$ cat src/rtl/fba_pkg.sv
// shared types and constants for the fifo bus arbiter with acknowledge timeout
// used by fba_ctrl, fba_dp and fifo_bus_arbiter_ack_timeout; depends on nothing

package fba_pkg;

   localparam int QUEUE_DEPTH_DEF = 8;
   localparam logic [3:0] TIMEOUT_RESET = 4'd3;

   // input beat kinds
   typedef enum logic [1:0] {
      KIND_REQ  = 2'd0,
      KIND_ACK  = 2'd1,
      KIND_DATA = 2'd2,
      KIND_TICK = 2'd3
   } fba_kind_type;

   // result event codes
   typedef enum logic [2:0] {
      EV_SREQ = 3'd0,
      EV_MACK = 3'd1,
      EV_DATA = 3'd2,
      EV_END  = 3'd3,
      EV_DROP = 3'd4
   } fba_event_type;

   // bus phase of the arbiter
   typedef enum logic [3:0] {
      PH_IDLE   = 4'b0001,
      PH_WAIT   = 4'b0010,
      PH_REPORT = 4'b0100,
      PH_XFER   = 4'b1000
   } fba_phase_type;

   typedef struct packed {
      logic [3:0]  master_id;
      logic        read_not_write;
      logic [31:0] address;
      logic [7:0]  length;
   } fba_req_type;

   localparam int REQ_W = $bits(fba_req_type);

   // controller to datapath
   typedef struct packed {
      logic          capture;
      logic          push;
      logic          ack_seen;
      logic          tick_wait;
      logic          word_step;
      logic          report_done;
      logic          bus_free;
      logic          head_read;
      logic          grant;
      logic          emit;
      fba_event_type ev;
      logic          last;
   } fba_cmd_type;

   // datapath to controller
   typedef struct packed {
      fba_kind_type  kind;
      fba_phase_type phase;
      logic          full;
      logic          nonempty;
      logic          word_end;
      logic          responded;
   } fba_status_type;

endpackage

$ cat src/rtl/fifo_bus_arbiter_ack_timeout.sv
// top level of the fifo bus arbiter with slave acknowledge timeout
// depends on fba_pkg, fba_ctrl, fba_dp (which holds the fba_ram queue)
//
// channel   ports                          handshake
// -------   ----------------------------   -----------------------------------
// request   start, busy, req_*             beat taken when start && !busy
// response  rsp_valid, rsp_*               one-cycle strobe, no back-pressure
// config    csr_we, csr_wdata              timeout register written when csr_we
//
// one beat is handled at a time; busy stays high from the edge that takes a beat
// until its last result is registered: a beat with at most one result is decoded in
// exec, a grant adds a registered queue ram read (read, then grant), and a final data
// word that ends a transfer and grants the next adds end before read and grant.
// each result appears on the rsp_ ports one cycle after it is formed, at most one per
// cycle, and the beat after may be taken in the cycle its last result is shown.
// reset is synchronous; it empties the queue, idles the bus and sets the timeout to 3

module fifo_bus_arbiter_ack_timeout #(
   parameter int QUEUE_DEPTH = fba_pkg::QUEUE_DEPTH_DEF
) (
   input  logic        clock,
   input  logic        reset,
   // request channel
   input  logic        start,
   output logic        busy,
   input  logic [1:0]  req_kind,
   input  logic [3:0]  req_master_id,
   input  logic        req_read_not_write,
   input  logic [31:0] req_address,
   input  logic [7:0]  req_length,
   input  logic [31:0] req_word_data,
   // response channel
   output logic        rsp_valid,
   output logic [2:0]  rsp_event_res,
   output logic [3:0]  rsp_out_master_id,
   output logic        rsp_out_read_not_write,
   output logic [31:0] rsp_out_address,
   output logic [7:0]  rsp_out_length,
   output logic        rsp_responded,
   output logic [31:0] rsp_out_data,
   output logic        rsp_last,
   // timeout register
   input  logic        csr_we,
   input  logic [3:0]  csr_wdata
);

   fba_pkg::fba_cmd_type    cmd;
   fba_pkg::fba_status_type status;

   // sequencer: decodes the captured beat against the bus phase
   fba_ctrl u_ctrl (
      .clock  (clock),
      .reset  (reset),
      .start  (start),
      .status (status),
      .busy   (busy),
      .cmd    (cmd)
   );

   // queue, bus phase, counters and the result register
   fba_dp #(
      .QUEUE_DEPTH (QUEUE_DEPTH)
   ) u_dp (
      .clock                  (clock),
      .reset                  (reset),
      .req_kind               (req_kind),
      .req_master_id          (req_master_id),
      .req_read_not_write     (req_read_not_write),
      .req_address            (req_address),
      .req_length             (req_length),
      .req_word_data          (req_word_data),
      .csr_we                 (csr_we),
      .csr_wdata              (csr_wdata),
      .cmd                    (cmd),
      .status                 (status),
      .rsp_valid              (rsp_valid),
      .rsp_event_res          (rsp_event_res),
      .rsp_out_master_id      (rsp_out_master_id),
      .rsp_out_read_not_write (rsp_out_read_not_write),
      .rsp_out_address        (rsp_out_address),
      .rsp_out_length         (rsp_out_length),
      .rsp_responded          (rsp_responded),
      .rsp_out_data           (rsp_out_data),
      .rsp_last               (rsp_last)
   );

`ifndef NO_ASSERTIONS
   // an idle bus never leaves a queued request waiting once the beat is done
   a_idle_bus_empty_queue: assert property (@(posedge clock) disable iff (reset)
      (!busy && status.phase == fba_pkg::PH_IDLE) |-> !status.nonempty)
      else $error("idle bus with queued request");

   // a slave request is always the final result of its beat
   a_grant_is_last: assert property (@(posedge clock) disable iff (reset)
      (rsp_valid && rsp_event_res == fba_pkg::EV_SREQ) |-> rsp_last)
      else $error("slave request not marked last");

   // a dropped request carries only its master id
   a_drop_clean: assert property (@(posedge clock) disable iff (reset)
      (rsp_valid && rsp_event_res == fba_pkg::EV_DROP) |->
      (rsp_last && rsp_out_address == 32'd0 && rsp_out_length == 8'd0))
      else $error("dropped request result malformed");

   // a taken beat always keeps the block busy for the next cycle
   a_accept_busy: assert property (@(posedge clock) disable iff (reset)
      (start && !busy) |=> busy)
      else $error("beat taken without going busy");
`endif

endmodule

$ cat src/rtl/fba_ram.sv
// generic single-port-write, registered-read ram
// no dependencies

module fba_ram #(
   parameter int WIDTH = 8,
   parameter int DEPTH = 8
) (
   input  logic                     clock,
   input  logic                     wr_en,
   input  logic [$clog2(DEPTH)-1:0] wr_addr,
   input  logic [WIDTH-1:0]         wr_data,
   input  logic                     rd_en,
   input  logic [$clog2(DEPTH)-1:0] rd_addr,
   output logic [WIDTH-1:0]         rd_data
);

   logic [WIDTH-1:0] mem_ff [DEPTH];
   logic [WIDTH-1:0] rd_data_ff;

   always_ff @(posedge clock) begin
      if (wr_en) begin
         mem_ff[wr_addr] <= wr_data;
      end
      if (rd_en) begin
         rd_data_ff <= mem_ff[rd_addr];
      end
   end

   assign rd_data = rd_data_ff;

endmodule

$ cat src/rtl/fba_ctrl.sv
// sequencing state machine of the arbiter: one beat at a time, at most one result per cycle
// depends on fba_pkg

module fba_ctrl (
   input  logic                    clock,
   input  logic                    reset,
   input  logic                    start,
   input  fba_pkg::fba_status_type status,
   output logic                    busy,
   output fba_pkg::fba_cmd_type    cmd
);

   typedef enum logic [4:0] {
      ST_IDLE  = 5'b00001,
      ST_EXEC  = 5'b00010,
      ST_END   = 5'b00100,
      ST_READ  = 5'b01000,
      ST_GRANT = 5'b10000
   } state_type;

   state_type state_ff;
   state_type state_in;

   always_comb begin
      cmd      = '0;
      state_in = state_ff;
      case (state_ff)
         ST_IDLE: begin
            if (start) begin
               cmd.capture = 1'b1;
               state_in    = ST_EXEC;
            end
         end
         ST_EXEC: begin
            state_in = ST_IDLE;
            case (status.kind)
               fba_pkg::KIND_REQ: begin
                  if (status.full) begin
                     cmd.emit = 1'b1;
                     cmd.ev   = fba_pkg::EV_DROP;
                     cmd.last = 1'b1;
                  end else begin
                     cmd.push = 1'b1;
                     if (status.phase == fba_pkg::PH_IDLE) begin
                        state_in = ST_READ;
                     end
                  end
               end
               fba_pkg::KIND_ACK: begin
                  cmd.ack_seen = (status.phase == fba_pkg::PH_WAIT);
               end
               fba_pkg::KIND_DATA: begin
                  if (status.phase == fba_pkg::PH_XFER) begin
                     cmd.emit      = 1'b1;
                     cmd.ev        = fba_pkg::EV_DATA;
                     cmd.word_step = 1'b1;
                     cmd.last      = !status.word_end;
                     if (status.word_end) begin
                        state_in = ST_END;
                     end
                  end
               end
               fba_pkg::KIND_TICK: begin
                  if (status.phase == fba_pkg::PH_WAIT) begin
                     cmd.tick_wait = 1'b1;
                  end else if (status.phase == fba_pkg::PH_REPORT) begin
                     cmd.emit        = 1'b1;
                     cmd.ev          = fba_pkg::EV_MACK;
                     cmd.report_done = 1'b1;
                     cmd.last        = status.responded || !status.nonempty;
                     if (!status.responded && status.nonempty) begin
                        state_in = ST_READ;
                     end
                  end
               end
               default: begin
                  state_in = ST_IDLE;
               end
            endcase
         end
         ST_END: begin
            cmd.emit     = 1'b1;
            cmd.ev       = fba_pkg::EV_END;
            cmd.bus_free = 1'b1;
            cmd.last     = !status.nonempty;
            state_in     = status.nonempty ? ST_READ : ST_IDLE;
         end
         ST_READ: begin
            cmd.head_read = 1'b1;
            state_in      = ST_GRANT;
         end
         ST_GRANT: begin
            cmd.grant = 1'b1;
            cmd.emit  = 1'b1;
            cmd.ev    = fba_pkg::EV_SREQ;
            cmd.last  = 1'b1;
            state_in  = ST_IDLE;
         end
         default: begin
            state_in = ST_IDLE;
         end
      endcase
   end

   always_ff @(posedge clock) begin
      if (reset) begin
         state_ff <= ST_IDLE;
      end else begin
         state_ff <= state_in;
      end
   end

   assign busy = (state_ff != ST_IDLE);

endmodule

$ cat src/rtl/fba_dp.sv
// arbiter datapath: request queue, current request, bus phase, counters, result register
// depends on fba_pkg and fba_ram

module fba_dp #(
   parameter int QUEUE_DEPTH = fba_pkg::QUEUE_DEPTH_DEF
) (
   input  logic                    clock,
   input  logic                    reset,
   input  logic [1:0]              req_kind,
   input  logic [3:0]              req_master_id,
   input  logic                    req_read_not_write,
   input  logic [31:0]             req_address,
   input  logic [7:0]              req_length,
   input  logic [31:0]             req_word_data,
   input  logic                    csr_we,
   input  logic [3:0]              csr_wdata,
   input  fba_pkg::fba_cmd_type    cmd,
   output fba_pkg::fba_status_type status,
   output logic                    rsp_valid,
   output logic [2:0]              rsp_event_res,
   output logic [3:0]              rsp_out_master_id,
   output logic                    rsp_out_read_not_write,
   output logic [31:0]             rsp_out_address,
   output logic [7:0]              rsp_out_length,
   output logic                    rsp_responded,
   output logic [31:0]             rsp_out_data,
   output logic                    rsp_last
);

   localparam int PTR_W = $clog2(QUEUE_DEPTH);
   localparam int CNT_W = $clog2(QUEUE_DEPTH + 1);

   // captured beat
   fba_pkg::fba_kind_type item_kind_ff;
   fba_pkg::fba_req_type  item_ff;
   logic [31:0]           item_data_ff;

   // arbiter state
   logic [CNT_W-1:0]       count_ff, count_in;
   logic [PTR_W-1:0]       head_ff, head_in;
   logic [PTR_W-1:0]       tail_ff, tail_in;
   fba_pkg::fba_phase_type phase_ff, phase_in;
   logic [3:0]             wait_ff, wait_in;
   logic                   responded_ff, responded_in;
   logic [7:0]             words_ff, words_in;
   logic [3:0]             timeout_ff;
   fba_pkg::fba_req_type   current_ff, current_in;

   // result register
   logic                  rsp_valid_ff;
   fba_pkg::fba_event_type rsp_event_ff;
   fba_pkg::fba_req_type  rsp_req_ff, rsp_req_in;
   logic                  rsp_responded_ff;
   logic [31:0]           rsp_data_ff;
   logic                  rsp_last_ff;

   logic [fba_pkg::REQ_W-1:0] ram_rdata;
   fba_pkg::fba_req_type      head_req;
   logic [3:0]                limit;
   logic [3:0]                wait_inc;
   logic [7:0]                words_inc;

   fba_ram #(
      .WIDTH (fba_pkg::REQ_W),
      .DEPTH (QUEUE_DEPTH)
   ) u_queue (
      .clock   (clock),
      .wr_en   (cmd.push),
      .wr_addr (tail_ff),
      .wr_data (item_ff),
      .rd_en   (cmd.head_read),
      .rd_addr (head_ff),
      .rd_data (ram_rdata)
   );

   assign head_req  = fba_pkg::fba_req_type'(ram_rdata);
   assign limit     = (timeout_ff == 4'd0) ? 4'd1 : timeout_ff;
   assign wait_inc  = wait_ff + 4'd1;
   assign words_inc = words_ff + 8'd1;

   always_comb begin
      count_in     = count_ff;
      head_in      = head_ff;
      tail_in      = tail_ff;
      phase_in     = phase_ff;
      wait_in      = wait_ff;
      responded_in = responded_ff;
      words_in     = words_ff;
      current_in   = current_ff;
      if (cmd.push) begin
         count_in = count_ff + CNT_W'(1);
         tail_in  = (tail_ff == PTR_W'(QUEUE_DEPTH - 1)) ? '0 : tail_ff + PTR_W'(1);
      end
      if (cmd.grant) begin
         count_in     = count_ff - CNT_W'(1);
         head_in      = (head_ff == PTR_W'(QUEUE_DEPTH - 1)) ? '0 : head_ff + PTR_W'(1);
         phase_in     = fba_pkg::PH_WAIT;
         wait_in      = 4'd0;
         responded_in = 1'b0;
         words_in     = 8'd0;
         current_in   = head_req;
      end
      if (cmd.ack_seen) begin
         responded_in = 1'b1;
         phase_in     = fba_pkg::PH_REPORT;
      end
      if (cmd.tick_wait) begin
         wait_in = wait_inc;
         if (wait_inc >= limit) begin
            phase_in = fba_pkg::PH_REPORT;
         end
      end
      if (cmd.word_step) begin
         words_in = words_inc;
      end
      if (cmd.report_done) begin
         if (responded_ff) begin
            phase_in = fba_pkg::PH_XFER;
            words_in = 8'd0;
         end else begin
            phase_in = fba_pkg::PH_IDLE;
         end
      end
      if (cmd.bus_free) begin
         phase_in = fba_pkg::PH_IDLE;
      end
   end

   // result payload selection
   always_comb begin
      case (cmd.ev)
         fba_pkg::EV_SREQ: begin
            rsp_req_in = head_req;
         end
         fba_pkg::EV_DROP: begin
            rsp_req_in           = '0;
            rsp_req_in.master_id = item_ff.master_id;
         end
         default: begin
            rsp_req_in = current_ff;
         end
      endcase
   end

   always_ff @(posedge clock) begin
      if (reset) begin
         count_ff     <= '0;
         head_ff      <= '0;
         tail_ff      <= '0;
         phase_ff     <= fba_pkg::PH_IDLE;
         wait_ff      <= 4'd0;
         responded_ff <= 1'b0;
         words_ff     <= 8'd0;
         timeout_ff   <= fba_pkg::TIMEOUT_RESET;
         current_ff   <= '0;
         rsp_valid_ff <= 1'b0;
      end else begin
         count_ff     <= count_in;
         head_ff      <= head_in;
         tail_ff      <= tail_in;
         phase_ff     <= phase_in;
         wait_ff      <= wait_in;
         responded_ff <= responded_in;
         words_ff     <= words_in;
         if (csr_we) begin
            timeout_ff <= csr_wdata;
         end
         current_ff   <= current_in;
         rsp_valid_ff <= cmd.emit;
      end
   end

   always_ff @(posedge clock) begin
      if (cmd.capture) begin
         item_kind_ff             <= fba_pkg::fba_kind_type'(req_kind);
         item_ff.master_id        <= req_master_id;
         item_ff.read_not_write   <= req_read_not_write;
         item_ff.address          <= req_address;
         item_ff.length           <= req_length;
         item_data_ff             <= req_word_data;
      end
      if (cmd.emit) begin
         rsp_event_ff     <= cmd.ev;
         rsp_req_ff       <= rsp_req_in;
         rsp_responded_ff <= (cmd.ev == fba_pkg::EV_MACK) ? responded_ff : 1'b0;
         rsp_data_ff      <= (cmd.ev == fba_pkg::EV_DATA) ? item_data_ff : 32'd0;
         rsp_last_ff      <= cmd.last;
      end
   end

   assign status.kind      = item_kind_ff;
   assign status.phase     = phase_ff;
   assign status.full      = (count_ff == CNT_W'(QUEUE_DEPTH));
   assign status.nonempty  = (count_ff != '0);
   assign status.word_end  = (words_inc == current_ff.length);
   assign status.responded = responded_ff;

   assign rsp_valid              = rsp_valid_ff;
   assign rsp_event_res          = rsp_event_ff;
   assign rsp_out_master_id      = rsp_req_ff.master_id;
   assign rsp_out_read_not_write = rsp_req_ff.read_not_write;
   assign rsp_out_address        = rsp_req_ff.address;
   assign rsp_out_length         = rsp_req_ff.length;
   assign rsp_responded          = rsp_responded_ff;
   assign rsp_out_data           = rsp_data_ff;
   assign rsp_last               = rsp_last_ff;

endmodule
$ cat config.mk
export PLATFORM = sky130hd
export DESIGN_NAME = fifo_bus_arbiter_ack_timeout
export DESIGN_NICKNAME = d
export VERILOG_FILES = /design/src/rtl/fba_pkg.sv /design/src/rtl/fifo_bus_arbiter_ack_timeout.sv /design/src/rtl/fba_ram.sv /design/src/rtl/fba_ctrl.sv /design/src/rtl/fba_dp.sv
export SDC_FILE = /design/constraint.sdc
export NUM_CORES = 1
export LEC_CHECK = 0
export BUFFER_PORTS_ARGS = -buffer_cell sky130_fd_sc_hd__buf_2
export CAP_MARGIN = 25
export CORE_MARGIN = 2
export CORE_UTILIZATION = 60
export DETAILED_ROUTE_END_ITERATION = 8
export GPL_TIMING_DRIVEN = 0
export PLACE_DENSITY_LB_ADDON = 0.3
export SLEW_MARGIN = 20
export SYNTH_ARGS = -nofsm -noshare
export SYNTH_HDL_FRONTEND = slang
export SYNTH_SLANG_ARGS = --single-unit
$ cat constraint.sdc
create_clock -name clock -period 8.9 [get_ports clock]
set_input_delay 1.335 -clock clock [delete_from_list [all_inputs] [get_ports clock]]
set_output_delay 1.335 -clock clock [all_outputs]
set_load 0.03 [all_outputs]
---- Word-level counts from Yosys, hierarchy flattened ----
Memories as Yosys holds them, arrays and structs flattened. A register that Yosys moved wholly into a read port is not among the register bits.
Index checks and enable logic that the tools add are counted.
cells by class
  add/sub/neg operators ................... 6
  multiply operators ...................... 0
  div/mod/pow operators ................... 0
  magnitude comparators ................... 1
  equality and inequality tests ........... 21
  shift-type cells ........................ 0
  mux-type cells .......................... 55
  bitwise gates (word level) .............. 0
  reduce and logical (&&, ||, !) cells .... 13
operators by type and width
  kind                 number
  $pmux 45 s2          1
  $mux 4               16
  $pmux 5 s3           3
  $mux 5               7
  $mux 8               4
  $pmux 5 s4           1
  $mux 1               19
  $mux 3               4
  $eq 3x3->1 const B   3
  $add 4x1->4 const B  2
  $add 8x1->8 const B  1
  $eq 4x4->1 const B   2
  $eq 8x8->1           1
  $add 3x1->3 const B  2
  $reduce_bool 2->1    3
  $eq 5x1->1 const B   1
  $eq 5x2->1 const B   1
  $eq 5x3->1 const B   1
  $eq 5x4->1 const B   1
  $eq 5x5->1 const B   1
  $ne 5x1->1 const B   1
  $eq 2x2->1 const B   2
  $eq 4x1->1 const B   1
  $eq 4x2->1 const B   1
  15 further kinds     17
word-level totals
  register bits ........................... 243
  bits in latches ......................... 0
  bits in writable memories ............... 360
  bits in read-only memories .............. 0
  output and inout bits ................... 84
  word-level logic and storage cells ...... 125
  memories ................................ 1
memory list
  memory               words  width  read ports  clocked after Yosys merged registers in  write ports  line           text
  u_dp.u_queue.mem_ff  8      45     1           1                                        1            fba_ram.sv:17  logic [WIDTH-1:0] mem_ff [DEPTH];

---- Logic depth before layout (Yosys ltp) ----
  depth in word-level cells ............... 9
  depth in mapped cells ................... 12
  gate-level depth less buffers ........... 10

---- Cells and area by module ----
A second synthesis with hierarchy kept.
second synthesis, totals
  cell total of the unflattened synthesis .. 1349
  area, all modules ....................... 24942.7 µm²
modules (own cells, without submodules)
  module    times used  cells an instance  area each (µm²)
  fba_ram   1           578                15263.4
  fba_dp    1           703                9191.3
  fba_ctrl  1           68                 488.0

---- Worst setup path before layout ----
OpenSTA, ideal clock, no wires.
  path type ............................... reg-to-reg
  start point ............................. reg u_ctrl.state_ff[4]
  end point ............................... mem u_dp.u_queue.mem_ff[0][0] in the netlist's numbering, enable pin
  arrival ................................. 5.777 ns
  required time ........................... 8.341 ns
  path slack .............................. 2.564 ns
  cell stages (with the launch flop) ...... 6
  path buffers ............................ 1
  cells stage by stage .................... dfxtp_1 -> nor3_1 -> nand2_2 -> or4_1 -> clkbuf_1 -> nor4_1
on the way
  cells in the longest elaborated chain, start to end .. 4
RTL lines
  item                          line             text
  from (decl)                   fba_ctrl.sv:21   state_type state_ff;
  from (signal assigned)        fba_ctrl.sv:109  state_ff <= state_in;
  $eq 5x2->1                    fba_ctrl.sv:27   case (state_ff)
  $mux 5                        fba_ctrl.sv:27
  $mux 1                        fba_ram.sv:21    if (wr_en) begin
  $mux 1 (not written as such)  fba_ram.sv:22    mem_ff[wr_addr] <= wr_data;
  to (decl)                     fba_ram.sv:17
Every way passes these cells.

---- Final worst setup path ----
  start point ............................. reg u_ctrl.state_ff[4]
  end point ............................... mem u_dp.u_queue.mem_ff[4][24] in the netlist's numbering, enable pin
Same word-level chain as after synthesis.

==> flow_summary.toml <==
[run_status]
status = "completed"

[floorplan]
die_w_um = 205
die_h_um = 205
fp.coreArea_um2 = 39900
io_pins = 171
fp-row-count = 73
die_area_um2 = 42200
initial_core_util_pct = 61.0

[logic_synthesis]
synth_area_um2 = 24300
synth_warnings = 0
synthCells = 1408
ys_ff_latch = 648
syn-num-nets = 1508
ys.flop_type = "edfxtp_1"
async_flop_share_pct = 0
synth-edff-count = 566
yosysUniqueCellTypes = 58
syn_area_per_cell_um2 = 17.3
ys_seq_area_share_pct = 76.6

[routing]
viasPerCell = 6.00
wl_met3_um = 4750
met2_length_um = 24900
wl_per_cell_um = 23.2
m1WireLength_um = 21000
top_layer_used = "met4"
ant_nets = 0
drt_pre_antenna_iters = 8
drt-total-wl_um = 52500
vias = 13568
drt_iter0_drc = 1479
drc = 0

[cts]
h-tree-depth = 2
cts_resized = 0
clk_latency_ns = 0.63
postCtsSetupBuffers = 0
cts.sinks = 648
cts_inserted_buffers = 61
cts_root_buf = "clkbuf_16"
cts_buffer_depth = 3
path_clk_slew_ns = 0.06
cts_hold_buf = 0
cts_tree = "done"

[timing]
setup_viol = 0
slew_violations = 0
fin_crit_sh_pct = 46.6
worstMarginPinSlew_ns = 0.957
hold_violations = 0
period_needed_ns = 4.15
rsz0062_at_grt = "no"
skew_ns = 0.0251
max_freq_mhz = 241
slew_headroom_pct = 36.2

[pwr]
power.leakage_nw = 9.71
power_per_cell_area_nw_per_um2 = 212
peakVddDrop_uv = 177

[job]
drv_cap = 0

[setup_path]
crit_path_start_kind = "flop"
cp_common_cell = "buf_4"
ff2ff_setup_slack_ns = 4.75
cp_max_fo = 10
required_ns = 9.24
crit_type = "flop to flop"
crit_slowest_cell = "nor4_1"
arrival_ns = 4.48
endpoint_kind = "flop"
cpPeakStageDelay_ns = 0.78
cp_cell_sequence = "nor3_1 > nand2_2 > nor4_1 > nand2_1 > nor3_2 > buf_4 > buf_4 > buf_6 > buf_4 > buf_4"

[cells_and_area]
nets = 1783
final_cells = 2261
syn2layout_area_growth_pct = 16.9
diodes = 0
fillers = 2365
drive_gt1_share_pct = 27.9
final_util_pct = 71.2

[placement]
io_buffer_count = 168
dp.cells = 2144
place.gp.congestion = 0.895
dpl.hpwl_um = 34600

[global_route]
grt_usage_pct = 25.6
grt.overflow.total = 0
antenna_found_initial = 0
grt_max_degree = 50
grt_pass1_wl_um = 79200
grt_pass1_vias = 13438

[worst_hold_path]
min_path_type = "flop to flop"
==> synthesized netlist by cell type, types with 2 or more instances <==
library cell	instances	share of area [%]
edfxtp_1	566	70
nand2_1	210	3.2
mux4_2	90	8.3
dfxtp_1	82	6.7
a21oi_1	79	1.6
clkbuf_1	51	0.79
o21ai_0	49	1.0
mux2_2	45	2.1
nor2_1	42	0.65
and2_1	36	0.93
buf_2	14	0.29
inv_1	14	0.22
ha_1	12	0.62
nand3_1	11	0.23
nor3_1	11	0.23
xnor2_1	9	0.32
nand3b_1	8	0.25
nand4_1	6	0.15
xor2_1	5	0.18
a22oi_1	4	0.12
mux2i_1	4	0.16
nand2b_1	4	0.10
nor4b_1	4	0.14
or3_1	4	0.10
and3_1	3	0.077
nor2b_1	3	0.077
nor4_1	3	0.077
o211ai_1	3	0.093
a211oi_1	2	0.062
a31o_2	2	0.072
buf_4	2	0.062
clkbuf_8	2	0.11
nand4b_1	2	0.072
or2_2	2	0.051
==> power breakdown <==
| part | switching, mW | internal, mW | total (mW) | leakage, nW |
|---|---|---|---|---|
| combinational | 0.0401 | 0.0238 | 0.0639 | 2.82 |
| sequential | 0.0318 | 3.33 | 3.36 | 5.88 |
| clock | 1.08 | 1.53 | 2.61 | 1.01 |
| total | 1.15 | 4.89 | 6.04 | 9.71 |
==> kinds of logic after synthesis <==
| kind of cell | share of synthesized area [%] |
|---|---|
| buf+inv | 1.54 |
| flops | 76.6 |
| mux | 10.6 |
| compound gates | 3.48 |
| xor+xnor | 0.504 |
| simple gates | 6.59 |
| fa+ha+maj | 0.699 |
==> critical path: cells and delay by family (launching register included) <==
| family | cells | cell delay [ns] |
|---|---|---|
| simple gates | 5 | 2.49 |
| buf+inv | 5 | 1.01 |
| flops | 1 | 0.35 |
==> registers in the layout (all words and copies together), names as in the netlist <==
register / flops
u_dp.words_ff: 8
u_dp.rsp_valid: 1
u_dp.head_ff: 3
u_ctrl.state_ff: 5
u_dp.timeout_ff: 4
u_dp.item_kind_ff: 2
u_dp.u_queue.rd_data: 45
u_dp.phase_ff: 4
u_dp.rsp_out_read_not_write: 1
u_dp.rsp_out_length: 8
u_dp.wait_ff: 4
u_dp.responded_ff: 1
u_dp.item_ff: 45
u_dp.rsp_out_data: 32
u_dp.tail_ff: 3
u_dp.rsp_event_res: 3
u_dp.u_queue.mem_ff: 360
u_dp.item_data_ff: 32
u_dp.count_ff: 4
u_dp.rsp_out_master_id: 4
u_dp.rsp_last: 1
u_dp.rsp_out_address: 32
u_dp.current_ff: 45
u_dp.rsp_responded: 1
==> cell type report <==
cell class	instances	area (um^2)	share of cell area [%]
Buffer	71	319	1.12
Clock buffer	86	1730	6.09
Clock inverter	30	332	1.17
Inverter	15	58.8	0.207
Multi-Input combinational cell	674	5370	18.9
Sequential cell	648	18600	65.6
Tap cell	525	657	2.31
Timing Repair Buffer	212	1330	4.66
==> placed cells by master (no fill, tap or decap), types with 4 or more instances in the layout <==
cell type	n
and2_1	36
nand4_1	6
a21oi_1	79
o21ai_0	49
clkinv_2	12
mux4_2	90
clkbuf_16	61
mux2_2	45
mux2i_1	4
nor3_2	4
nand3_1	11
xor2_1	5
dfxtp_1	82
buf_12	4
clkbuf_8	13
edfxtp_1	566
nand2_1	210
nor3_1	7
nand2b_1	4
buf_4	21
bufinv_16	6
buf_2	191
ha_1	12
nor4b_1	4
nand3b_1	8
buf_6	8
a22oi_1	4
clkinv_1	5
clkbuf_1	65
buf_16	5
inv_1	12
nor2_1	39
xnor2_1	9
==> per-layer routing <==
layer  vias up  track usage, %
met4         0            10.3
met3       123            4.20
li1       5942               -
met5         -               0
met1      6708            35.6
met2       795            41.1
==> final timing paths <==
kind / start / endpoint / depth (start not counted)
hold reg to reg: u_dp.current_ff[43]$_SDFFE_PP0P_ / u_dp.current_ff[43]$_SDFFE_PP0P_ / 2
setup / recovery: u_ctrl.state_ff[4]$_SDFFE_PP0P_ / u_dp.u_queue.mem_ff[4][24]$_DFFE_PP_ / 10
hold / removal: u_dp.current_ff[43]$_SDFFE_PP0P_ / u_dp.current_ff[43]$_SDFFE_PP0P_ / 2
setup reg to reg: u_ctrl.state_ff[4]$_SDFFE_PP0P_ / u_dp.u_queue.mem_ff[4][24]$_DFFE_PP_ / 10
==> through the flow <==
| stage | worst slack (ns) | TNS [ns] | power (mW) | instance area [um^2] | hold WS [ns] |
|---|---|---|---|---|---|
| after floorplan | 2.56 | 0 | 3.44 | 24300 | 0.433 |
| after global placement | -1.84 | -82.39 | 3.49 | 25800 | 0.442 |
| after detailed placement | 4.80 | 0 | 3.49 | 26400 | 0.447 |
| after CTS | 4.77 | 0 | 6.07 | 28400 | 0.456 |
| after global routing | 4.58 | 0 | 6.21 | 28400 | 0.472 |
| final | 4.75 | 0 | 6.04 | 28400 | 0.458 |
(Power assumes the default switching activity.)
